<file path="src/assert_macros.svh">
// ----------------------------------------------------------------------------
// assert_macros
// Assertion helpers shared by the RTL. The SYNTH build sees empty bodies.
// ----------------------------------------------------------------------------
`ifndef ASSERT_MACROS_SVH
`define ASSERT_MACROS_SVH
`ifndef SYNTH
`define MSR_ASSERT_IMPL(label, clk, rst, ante, cons, msg) \
   label: assert property (@(posedge clk) disable iff (rst) (ante) |-> (cons)) else $error(msg);
`define MSR_ASSERT_NEXT(label, clk, rst, ante, cons, msg) \
   label: assert property (@(posedge clk) disable iff (rst) (ante) |=> (cons)) else $error(msg);
`else
`define MSR_ASSERT_IMPL(label, clk, rst, ante, cons, msg)
`define MSR_ASSERT_NEXT(label, clk, rst, ante, cons, msg)
`endif
`endif

</file>
<file path="src/msr_pkg.sv">
`timescale 1ns / 1ps
// ----------------------------------------------------------------------------
// msr_pkg
// Types and fixed constants shared by the splat radius estimator.
// ----------------------------------------------------------------------------
package msr_pkg;

   localparam int IDX_FIELD_W = 10;
   localparam int POS_FIELD_W = 16;
   localparam int RADIUS_W    = 17;
   localparam int MODE_W      = 2;

   localparam logic [MODE_W-1:0] MODE_LOAD  = 2'd0;
   localparam logic [MODE_W-1:0] MODE_FACE  = 2'd1;
   localparam logic [MODE_W-1:0] MODE_QUERY = 2'd2;

   typedef struct packed {
      logic [MODE_W-1:0]             mode;
      logic [IDX_FIELD_W-1:0]        vertex_index;
      logic signed [POS_FIELD_W-1:0] pos_x;
      logic signed [POS_FIELD_W-1:0] pos_y;
      logic signed [POS_FIELD_W-1:0] pos_z;
      logic [IDX_FIELD_W-1:0]        corner_a;
      logic [IDX_FIELD_W-1:0]        corner_b;
      logic [IDX_FIELD_W-1:0]        corner_c;
   } req_type;

   typedef struct packed {
      logic [IDX_FIELD_W-1:0] query_index;
      logic [RADIUS_W-1:0]    radius;
   } rsp_type;

   typedef struct packed {
      logic wr_en;
      logic rd_en;
   } lane_ctl_type;

   typedef struct packed {
      logic clr;
      logic rd_en;
      logic upd;
   } merge_ctl_type;

   typedef struct packed {
      logic busy;
      logic done;
   } sqrt_sts_type;

endpackage

</file>
<file path="src/msr_isqrt.sv">
`timescale 1ns / 1ps
// ----------------------------------------------------------------------------
// msr_isqrt
// Integer square root, one result bit per cycle, truncating.
// ----------------------------------------------------------------------------
module msr_isqrt #(
   parameter int W = 36
) (
   input  logic                 clock,
   input  logic                 reset,
   input  logic                 start,
   input  logic [W-1:0]         value,
   output msr_pkg::sqrt_sts_type sts,
   output logic [W/2-1:0]       root
);

   localparam int R  = W / 2;
   localparam int CW = $clog2(R + 1);

   logic [W-1:0]   val_ff;
   logic [R+1:0]   rem_ff;
   logic [R-1:0]   root_ff;
   logic [CW-1:0]  cnt_ff;
   logic           busy_ff;
   logic           done_ff;
   logic [R+1:0]   rem_in;
   logic [R+1:0]   trial;
   logic           fits;

   always_comb begin
      rem_in = {rem_ff[R-1:0], val_ff[W-1:W-2]};
      trial  = {root_ff, 2'b01};
      fits   = (rem_in >= trial);
   end

   always_ff @(posedge clock) begin
      if (reset) begin
         busy_ff <= 1'b0;
         done_ff <= 1'b0;
      end else begin
         done_ff <= 1'b0;
         if (start) begin
            busy_ff <= 1'b1;
            cnt_ff  <= CW'(R);
            val_ff  <= value;
            rem_ff  <= '0;
            root_ff <= '0;
         end else if (busy_ff) begin
            val_ff  <= val_ff << 2;
            rem_ff  <= fits ? (rem_in - trial) : rem_in;
            root_ff <= {root_ff[R-2:0], fits};
            cnt_ff  <= cnt_ff - CW'(1);
            if (cnt_ff == CW'(1)) begin
               busy_ff <= 1'b0;
               done_ff <= 1'b1;
            end
         end
      end
   end

   assign sts.busy = busy_ff;
   assign sts.done = done_ff;
   assign root     = root_ff;

endmodule

</file>
<file path="config.mk">
export PLATFORM = sky130hd
export DESIGN_NAME = msr_isqrt
export DESIGN_NICKNAME = d
export VERILOG_FILES = /design/src/assert_macros.svh /design/src/msr_pkg.sv /design/src/msr_isqrt.sv
export SDC_FILE = /design/constraint.sdc
export NUM_CORES = 1
export LEC_CHECK = 0
export BUFFER_PORTS_ARGS = -buffer_cell sky130_fd_sc_hd__buf_2
export CAP_MARGIN = 20
export CORE_MARGIN = 2
export CORE_UTILIZATION = 62
export CTS_BUF_LIST = sky130_fd_sc_hd__clkbuf_4
export CTS_CLUSTER_DIAMETER = 80
export CTS_CLUSTER_SIZE = 24
export DETAILED_ROUTE_END_ITERATION = 6
export GPL_ROUTABILITY_DRIVEN = 0
export GPL_TIMING_DRIVEN = 0
export HOLD_SLACK_MARGIN = 0.05
export PLACE_DENSITY_LB_ADDON = 0.12
export SLEW_MARGIN = 20
export SYNTH_ARGS = -nofsm -noshare
export SYNTH_HDL_FRONTEND = slang
export SYNTH_SLANG_ARGS = --single-unit
</file>
<file path="constraint.sdc">
create_clock -name clock -period 14.2 [get_ports clock]
set_clock_uncertainty 0.1 [all_clocks]
set_input_delay 1.42 -clock clock [delete_from_list [all_inputs] [get_ports clock]]
set_output_delay 1.42 -clock clock [all_outputs]
set_load 0.01 [all_outputs]
</file>
Yosys cells after proc, flatten, opt, wreduce, memory -nomap -nowiden
Cells that the tools add are included.
Storage, ports and cells
  bits in registers: 79
  bits of input ports: 39
  output and inout port bits: 20
  word-level logic and storage cells: 25
Operators by class
  add/sub/neg operators: 2
  order comparisons: 1
  eq/ne operators: 1
  mux-type cells: 10
  bitwise gates (word level): 2
  reduce and logical (&&, ||, !) cells: 3
Operators by type and width (count)
  $mux 36: 2
  $mux 18: 3
  $ge 20x20->1: 1
  $sub 18x18->18: 1
  $eq 5x1->1 const B: 1
  $mux 5: 1
  $sub 5x1->5 const B: 1
  $mux 1: 4
  $reduce_or 3->1: 1
  $not 1->1: 2
  $reduce_and 2->1: 1
  $reduce_bool 2->1: 1

Depth between registers and ports, before layout
Gate-level depths: netlist of the first run.
  word-level depth: 4
  mapped depth: 10
  mapped depth without buffers: 9

Worst setup path after synthesis of the first run
OpenSTA, ideal clock, no wires.
  kind: input-to-reg
  from: input port start
  to: register cnt_ff[0] (enable)
  library setup time: 0.513 ns
  data arrival time: 5.052 ns
  path slack: 8.535 ns
  stages: 3
  cells stage by stage: buf_1 -> nor2_1 -> nor2_1
Between the ends
  longest elaborated chain between the ends: 2
Ends and longest elaborated chain
  start: declaration: RTL line msr_isqrt.sv:11  | input logic start,
  $reduce_bool 2->1 (no line)
  $reduce_and 2->1 (no line)
  end signal: assignment: RTL line msr_isqrt.sv:44  | cnt_ff <= CW'(R);
  end signal: assignment: RTL line msr_isqrt.sv:52  | cnt_ff <= cnt_ff - CW'(1);
  end: declaration: RTL line msr_isqrt.sv:23  | logic [CW-1:0] cnt_ff;
Every way passes these cells.
A chain may end at the register's enable or synchronous reset.

Worst setup path after layout of the first run
  from: register rem_ff[6]
  to: register rem_ff[12], data pin
Between the ends
  longest elaborated chain between the ends: 3
Ends and longest elaborated chain
  start: declaration: RTL line msr_isqrt.sv:21  | logic [R+1:0] rem_ff;
  start signal: assignment: RTL line msr_isqrt.sv:50  | rem_ff <= fits ? (rem_in - trial) : rem_in;
  $sub 18x18->18 or $ge 20x20->1 (tied branches): RTL line msr_isqrt.sv:50, msr_isqrt.sv:33
  $mux 18 *: RTL line msr_isqrt.sv:50
  $mux 18 *: RTL line msr_isqrt.sv:48  | end else if (busy_ff) begin
Mark *: on every way between the ends. The rest lies on a longest branch, timed or not. The select of a mux whose other input is x is not followed.

==> results of run 1 <==
[where the power goes]
group / switching [mW] / leakage, nW / total [mW] / internal, mW
logic: 0.0696 / 1.15 / 0.127 / 0.0575
registers: 0.00752 / 0.759 / 0.285 / 0.277
clock network: 0.0850 / 0.0745 / 0.142 / 0.0568
total: 0.162 / 1.98 / 0.554 / 0.392
[stage by stage]
stage	util	hold WS (ns)	std cells
final	0.7294	0.4587	496
after global routing	0.7294	0.4801	496
after CTS	0.7294	0.4712	496
after global placement	0.6957	0.4276	477
after floorplan	-	0.4083	340
after detailed placement	0.7080	0.4422	480
[final timing paths]
path / from / endpoint / slack [ns] / cells past startpoint
worst max-delay path: rem_ff[6]$_SDFFCE_PP0P_ / rem_ff[12]$_SDFFCE_PP0P_ / 11.21 / 8
worst min-delay path: val_ff[21]$_DFFE_PP_ / val_ff[23]$_DFFE_PP_ / 0.46 / 1
worst max register to register: rem_ff[6]$_SDFFCE_PP0P_ / rem_ff[12]$_SDFFCE_PP0P_ / 11.21 / 8
worst min register to register: val_ff[21]$_DFFE_PP_ / val_ff[23]$_DFFE_PP_ / 0.46 / 1
[cell type report]
class / instances / area [µm²]
inverters: 28 / 105.1
multi-input cells: 221 / 1790
well taps: 80 / 100.1
fillers: 491 / 1828
plain buffers: 12 / 75.07
flip-flops and latches: 79 / 2352
clock inverters: 6 / 70.07
clock buffers: 10 / 75.07
repair buffers: 60 / 360.3
[logic make-up after synthesis]
family          synth area share
xor+xnor                 0.03450
fa+ha+maj                0.06379
mux                       0.1119
compound gates            0.1125
simple gates             0.09046
flops                     0.5451
buf+inv                  0.04175
[worst max-delay path: stages (launching register included)]
cell and delay, ns:
edfxtp_1 0.46, ha_1 0.41, nand4_2 0.18, nor4_1 0.51, nor4_2 0.15, o221ai_4 0.40
buf_8 0.22, mux2i_1 0.23, nor2_1 0.06
[routing by layer]
layer	share of wire	wire length [µm]
met1	0.44	3673
met4	0.024	198
met3	0.040	330
met2	0.49	4051
met5	0	0
[cell usage in the layout, fill, tap and decap left out, types with 9 or more instances in the layout]
cell,count
a21oi_1,10
o21ai_0,9
mux2i_1,10
clkbuf_4,10
inv_1,28
buf_2,57
xnor2_1,11
mux2_2,34
nor2_1,39
edfxtp_1,77
nand2_1,12
ha_1,22
[state kept, by name, indices dropped and copies added, names as in the netlist]
register / count
done_ff: 1
busy_ff: 1
val_ff: 36
rem_ff: 18
cnt_ff: 5
root: 18
==> impl_metrics.tcl, run 1 <==
set metrics [dict create \
    status "finished, final reports clean" \
    syn_to_final_growth_pct 14.21 \
    drt_iter0_drc 150 \
    synth.distinct_cells 49 \
    clk_path_buf_depth 2 \
    yosysWarnings 0 \
    synth_edf_count 77 \
    grt_usage 0.2343 \
    grt_pass1_vias 2899 \
    final_nets 472 \
    antenna_cells 0 \
    total_power_mw 0.5537 \
    tightest_slew_ns 0.6517 \
    period_needed_ns 2.987 \
    ctsResizeCount 0 \
    viasPerCell 5.724 \
    seq_area_frac_synth 0.5451 \
    grt_pass1_wl_um 13570 \
    dr.pass1.iters 4 \
    synth-seq-cells 79 \
    postCtsHoldBufs 0 \
    synthArstFlopShare 0 \
    antenna_found_initial 0 \
    yosysTopAreaCellShare 0.5358 \
    synthFlopType "edfxtp_1" \
    worstPathArrival_ns 3.06 \
    worst_slack_ns 11.21 \
    num_vias 2839 \
    antenna_left 0 \
    dieArea_um2 7644 \
    synth.avg_cell_area_um2 12.69 \
    io_buffers 57 \
    yosysMostFrequentCell "edfxtp_1" \
    leakagePower_nw 1.983 \
    drc 0 \
    grtUsageMet3 0.05118 \
    grt_max_degree 29 \
    hold_violations 0 \
    die_w_um 87.43 \
    grt-busiest-layer "met2" \
    dpl-instance-area_um2 4783 \
    powerDensity_nw_per_um2 112.4 \
    synth_top_cell_by_area "edfxtp_1" \
    drt-total-wl_um 8254 \
    drv_cap 0 \
    netlist_instances 340 \
    vdd_drop_max_v 0.00009253 \
    syn-cell-area_um2 4315 \
    start_util 0.6387 \
    final-max-slew-violation-count 0 \
    fp.dieH_um 87.43 \
    dp_slack_ns 10.71 \
    rows 30 \
    core_area_um2 6756 \
    min_path_type "reg2reg" \
    finalInstanceArea_um2 4928 \
    root_buffer "clkbuf_4" \
    ys_top_cells_by_count "edfxtp_1 (77), nor2_1 (40), mux2_2 (34), inv_1 (28), ha_1 (22)" \
    met1_usage 0.3031 \
    cts.sinks 79 \
    clk_latency_ns 0.43 \
    ios 59 \
    cp_max_fo 10 \
    slew_headroom 0.5655 \
    synth_fp_nets 401 \
    tritoncts "done" \
    grt_overflow 0 \
    post_cts_buffers 0 \
    rsz0062_at_grt "false" \
    htreeDepth 3 \
    path_class "reg2reg" \
    path_clk_slew_ns 0.14 \
    routedWlPerCell_um 16.64 \
    numCtsBuffers 9 \
    startpoint_type "flop" \
    post-route-period-util 0.2103 \
    critical_path.endpoint_type "flop" \
    synth_area_leaders "edfxtp_1 (54%), mux2_2 (8.9%), ha_1 (6.4%)" \
    setup_viol 0 \
    fmax_ghz 0.3348 \
    dp_hpwl_um 6026 \
    finalSetupTns_ns 0 \
    met2_usage 0.3781 \
    drive_gt1_frac 0.3317 \
    required_ns 14.28 \
]
No activity file was read; power rests on OpenSTA's default activity.
==> run 2, diff against run 1 <==
--- a/config.mk
+++ b/config.mk
@@ -8,7 +8,7 @@
 export BUFFER_PORTS_ARGS = -buffer_cell sky130_fd_sc_hd__buf_2
 export CAP_MARGIN = 20
 export CORE_MARGIN = 2
-export CORE_UTILIZATION = 62
+export CORE_UTILIZATION = 54
 export CTS_BUF_LIST = sky130_fd_sc_hd__clkbuf_4
 export CTS_CLUSTER_DIAMETER = 80
 export CTS_CLUSTER_SIZE = 24
==> constraint.sdc (replaced) <==
create_clock -name clock -period 2.45 [get_ports clock]
set_clock_uncertainty 0.1 [all_clocks]
set_input_delay 0.245 -clock clock [delete_from_list [all_inputs] [get_ports clock]]
set_output_delay 0.245 -clock clock [all_outputs]
set_load 0.01 [all_outputs]
==> run 2 against run 1 <==
Against the previous run:
- the run now ends with setup timing left
- highest routed layer unchanged
- routed wire length up 16%
- worst setup slack got worse by 11 ns
- via count grew 9.9%
- die area grew 14%
- combinational power grew to 8.0 times the previous value
- non-clock buffer count is 55 higher
- sequential share of layout area fell by 7.6 points
- global-route usage down 0.16 points
- largest power group unchanged
- register-to-register slack worse by 11 ns
- power rose to 6.8 times the previous value
- hold slack worse by 0.13 ns
==> impl_metrics.tcl, run 2 (same netlist as run 1, synthesis figures left out) <==
set metrics [dict create \
    status "complete, but fails checks" \
    violations "setup timing" \
    min_path_type "in2reg" \
    routedWlPerCell_um 16.64 \
    largest_reg_flops 36 \
    startpoint_type "flop" \
    vdd_drop_max_v 0.0003543 \
    worst_slack_ns -0.1565 \
    grt_usage 0.2327 \
    most-common-layout-cells "edfxtp_1 (77), buf_2 (57), nor2_1 (39), dlygate4sd3_1 (37), mux2_2 (34)" \
    drive_gt1_frac 0.3949 \
    fillers 485 \
    tightest_slew_ns 0.7478 \
    top_register "val_ff" \
    syn_to_final_growth_pct 35.87 \
    final_nets 527 \
    grt_pass1_vias 3184 \
    rows 32 \
    grt_pass1_wl_um 15300 \
    worstPathArrival_ns 2.69 \
    dpl-instance-area_um2 4907 \
    fin_cells 574 \
    drt_iter0_drc 104 \
    multi_input_area_um2 2064 \
    place_inst 502 \
    required_ns 2.54 \
    root_buffer "clkbuf_4" \
    numCtsBuffers 9 \
    setup_viol 18 \
    fp.dieH_um 93.40 \
    post-route-period-util 1.064 \
    cp_max_fo 5 \
    dp_hpwl_um 5875 \
    dr.pass1.iters 4 \
    drt-total-wl_um 9550 \
    antenna_found_initial 0 \
    leakagePower_nw 2.312 \
    total_power_mw 3.787 \
    cts.sinks 79 \
    antenna_left 0 \
    slowest_delay_ns 0.42 \
    viasPerCell 5.434 \
    powerDensity_nw_per_um2 645.8 \
    drv_cap 0 \
    start_util 0.5585 \
    crit_chain "inv_2, ha_4, a21o_1, a21oi_2, o21bai_4, a2111oi_4, o221ai_4, buf_12, buf_12, xnor2_4, nor2_1" \
    hold_violations 0 \
    cpMostUsedCell "buf_12" \
    drc 0 \
    clk_path_buf_depth 2 \
    slowest_stage "edfxtp_1" \
    htreeDepth 3 \
    critical_path.endpoint_type "flop" \
    clk_latency_ns 0.44 \
    grt_max_degree 29 \
    utilization 0.7587 \
    dp_slack_ns -0.3620 \
    layout_commonest_cell "edfxtp_1" \
    finalInstanceArea_um2 5863 \
    path_clk_slew_ns 0.14 \
    slew_headroom 0.5015 \
    rsz0062_at_grt "true" \
    cp_num_buf_inv 3 \
    tritoncts "done" \
    die_w_um 93.40 \
    seq_area_um2 2352 \
    fmax_ghz 0.3837 \
    final-max-slew-violation-count 0 \
    io_buffers 57 \
    dieArea_um2 8723 \
    whs_ns 0.3241 \
    ios 59 \
    finalSetupTns_ns -1.916 \
    core_area_um2 7727 \
    grt_overflow 0 \
    num_vias 3119 \
    critPathTopFamily "compound AO/OA/AOI/OAI gates" \
    period_needed_ns 2.606 \
    path_class "reg2reg" \
]
==> run 2: cell count changes in the layout (fill, tap and decap cells not counted), moves of 4 or more <==
cell / previous run / this run
nor2_4: 1 / 5
ha_1: 22 / 9
buf_4: 2 / 16
dlygate4sd3_1: 0 / 37
ha_4: 0 / 10
inv_2: 0 / 5
buf_12: 1 / 5
inv_1: 28 / 23
nor2_2: 5 / 1
==> run 2: area by class of cell <==
class	instances	share of cell area
Sequential cell	79	0.4012
Multi-Input combinational cell	221	0.3521
Timing Repair Buffer	115	0.1560
Clock inverter	7	0.02454
Tap cell	102	0.02177
Inverter	28	0.01793
Buffer	12	0.01451
Clock buffer	9	0.01152
Antenna cell	1	0.0004268
==> run 2: final timing paths <==
kind / startpoint / endpoint / slack [ns] / cells after the start
worst min-delay path: start / val_ff[4]$_DFFE_PP_ / 0.32 / 2
worst max-delay path: root[11]$_SDFFCE_PP0P_ / rem_ff[0]$_SDFFCE_PP0P_ / -0.16 / 11
worst min register to register: val_ff[1]$_SDFFCE_PN0P_ / val_ff[3]$_DFFE_PP_ / 0.47 / 1
worst max register to register: root[11]$_SDFFCE_PP0P_ / rem_ff[0]$_SDFFCE_PP0P_ / -0.16 / 11
==> run 2: power by group <==
group / leakage (nW) / switching (mW) / internal [mW] / total [mW]
Clock: 0.108 / 0.496 / 0.624 / 1.12
Sequential: 0.759 / 0.0517 / 1.61 / 1.66
Combinational: 1.44 / 0.488 / 0.520 / 1.01
==> run 2: per-layer routing <==
layer / part of all wire / global-route usage
met5: 0 / 0
met4: 0.021 / 0.1005
met3: 0.044 / 0.04432
met2: 0.51 / 0.3969
met1: 0.42 / 0.2886
==> run 2: repair_timing <==
item | 4_1_cts | 5_1_grt
setup buffers | 15 | 2
hold endpoints to repair | 38 | 0
hold buffers | 37 | 0
cloned | 1 | 0
endpoints found under the setup margin | 19 | 19
gates resized for setup | 17 | 19
pin swaps | 7 | 5
==> run 3, diff against run 2 <==
--- a/config.mk
+++ b/config.mk
@@ -17,7 +17,9 @@
 export GPL_TIMING_DRIVEN = 0
 export HOLD_SLACK_MARGIN = 0.05
 export PLACE_DENSITY_LB_ADDON = 0.12
+export SKIP_CTS_REPAIR_TIMING = 1
 export SLEW_MARGIN = 20
 export SYNTH_ARGS = -nofsm -noshare
 export SYNTH_HDL_FRONTEND = slang
 export SYNTH_SLANG_ARGS = --single-unit
+export TNS_END_PERCENT = 30
==> run 3 against run 2 <==
Against the previous run:
- the run still ends with setup timing left
- clock power down 30%
- routed wire length down 0.99%
- worst setup slack got worse by 0.093 ns
- combinational power down 6%
- first-iteration DRC count increased by 27%
- sequential share of layout area is 1.5 points higher
- design area fell by 3.6%
- via count down 1.3%
- fmax is 3.5% lower
- clock-buffer cell count increased by 3
- critical path depth is 1 lower
==> impl_metrics.tcl, run 3 (same netlist as run 1, synthesis figures left out) <==
set metrics [dict create \
    status "complete, but fails checks" \
    violations "setup timing" \
    hold_path_startpoint "start" \
    antenna_found_initial 0 \
    tightest_slew_ns 0.7701 \
    num_vias 3078 \
    layout_commonest_cell "edfxtp_1" \
    sw_frac_of_total 0.2855 \
    reg2reg_to "rem_ff[17]$_SDFFCE_PP0P_" \
    cp_max_fo 5 \
    viasPerCell 5.400 \
    hold_end "val_ff[17]$_DFFE_PP_" \
    rr_startpoint "rem_ff[11]$_SDFFCE_PP0P_" \
    clk_path_buf_depth 2 \
    min_path_cells 2 \
    root_buffer "clkbuf_4" \
    path_clk_slew_ns 0.13 \
    required_ns 2.50 \
    finalInstanceArea_um2 5652 \
    antenna_cells 0 \
    top_register "val_ff" \
    worst_slack_ns -0.2498 \
    p_int_mw 2.426 \
    largest_reg_flops 36 \
    dieArea_um2 8723 \
    tritoncts "done" \
    place_inst 501 \
    grt_pass1_vias 2725 \
    r2r_slack_ns -0.25 \
    grt_pass1_wl_um 12640 \
    critical_path.endpoint_type "flop" \
    fin_cells 570 \
    finalSetupTns_ns -3.458 \
    dr.pass1.iters 4 \
    grt_overflow 0 \
    drc 0 \
    setup_viol 19 \
    p_clk_frac 0.232 \
    rsz0062_at_grt "true" \
    powerDensity_nw_per_um2 600.9 \
    path_class "reg2reg" \
    routedWlPerCell_um 16.59 \
    fillers 517 \
    start_util 0.5585 \
    switchingPower_mw 0.9696 \
    utilization 0.7314 \
    worstPathArrival_ns 2.75 \
    drv_cap 0 \
    drt_iter0_drc 132 \
    drt-total-wl_um 9455 \
    min_path_type "in2reg" \
    rows 32 \
    hold_violations 0 \
    dp_hpwl_um 5742 \
    htreeDepth 3 \
    clk_latency_ns 0.42 \
    startpoint_type "flop" \
    leakagePower_nw 2.238 \
    cts.sinks 79 \
    core_area_um2 7727 \
    combPwrFrac 0.280 \
    vdd_drop_max_v 0.0004487 \
    syn_to_final_growth_pct 30.97 \
    io_buffers 57 \
    ff2ff_path_depth 10 \
    numCtsBuffers 9 \
    period_needed_ns 2.700 \
    drive_gt1_frac 0.3718 \
    most-common-layout-cells "edfxtp_1 (77), buf_2 (57), nor2_1 (39), dlygate4sd3_1 (37), mux2_2 (34)" \
    post-route-period-util 1.102 \
    dpl-instance-area_um2 4776 \
    final-max-slew-violation-count 0 \
    grt_usage 0.1878 \
    pwr-share-seq 0.488 \
    die_w_um 93.40 \
    fmax_ghz 0.3704 \
    final_nets 524 \
    ios 59 \
    grt_max_degree 29 \
    antenna_left 0 \
    fp.dieH_um 93.40 \
    slew_headroom 0.4866 \
]
==> run 3: cell count changes in the layout (fill, tap and decap cells not counted), moves of 3 or more <==
cell,change
buf_16,-3
bufinv_16,-3
clkbuf_4,+3
inv_1,+4
inv_2,-4
nor2_2,+3
nor2_4,-3
==> run 3: through the flow <==
step	setup slack (ns)	hold slack, ns	power, mW
3_3_place_gp	-0.5195	0.3741	2.381
3_5_place_dp	-0.4141	0.3840	2.400
4_1_cts	-0.4477	-0.07644	3.183
2_1_floorplan	-0.07767	0.2178	2.226
6_report	-0.2498	0.3425	3.396
5_1_grt	-0.3293	0.3279	3.558
==> run 3: critical path: stages, from the launching register on <==
cell and delay, ns:
edfxtp_1 0.47, ha_4 0.28, a21o_1 0.22, a21oi_2 0.19
o21bai_4 0.11, a2111oi_4 0.36, o221ai_4 0.23, clkbuf_16 0.23
buf_6 0.12, nor2_4 0.07, a211oi_2 0.04
==> run 3: worst max-delay path by stage <==
stage / startpoint / endpoint / depth (start not counted)
6_report: rem_ff[11]$_SDFFCE_PP0P_ / rem_ff[17]$_SDFFCE_PP0P_ / 10
3_3_place_gp: start / root[16]$_SDFFCE_PP0P_ / 3
2_1_floorplan: root[11]$_SDFFCE_PP0P_ / rem_ff[5]$_SDFFCE_PP0P_ / 10
4_1_cts: rem_ff[6]$_SDFFCE_PP0P_ / rem_ff[13]$_SDFFCE_PP0P_ / 8
5_1_grt: rem_ff[11]$_SDFFCE_PP0P_ / rem_ff[17]$_SDFFCE_PP0P_ / 10
3_5_place_dp: rem_ff[6]$_SDFFCE_PP0P_ / rem_ff[13]$_SDFFCE_PP0P_ / 8
==> run 3: routing by layer <==
layer	GRT usage	vias to the layer above	part of all wire
met3	0.05882	11	0.036
met4	0.06127	0	0.0094
met5	0	-	0
met2	0.3082	62	0.52
li1	-	1490	-
met1	0.2369	1515	0.43
==> run 3: final cells by class <==
cell class / count / area (µm²) / share of cell area
timing repair buffer: 113 / 852.1 / 0.1508
tap: 102 / 127.6 / 0.02258
sequential: 79 / 2352 / 0.4162
buffer: 11 / 65.06 / 0.01151
clock buffer: 12 / 90.09 / 0.01594
clock inverter: 4 / 48.80 / 0.008634
inverter: 28 / 105.1 / 0.01860
multi-input combinational: 221 / 2011 / 0.3558
==> run 3: power by group through the flow <==
stage / Sequential [mW] / Clock (mW) / Combinational, mW
after floorplan: 1.68 / 0 / 0.546
after global placement: 1.68 / 0 / 0.700
after detailed placement: 1.68 / 0 / 0.720
after CTS: 1.65 / 0.808 / 0.724
after global routing: 1.67 / 0.863 / 1.03
final: 1.66 / 0.789 / 0.950
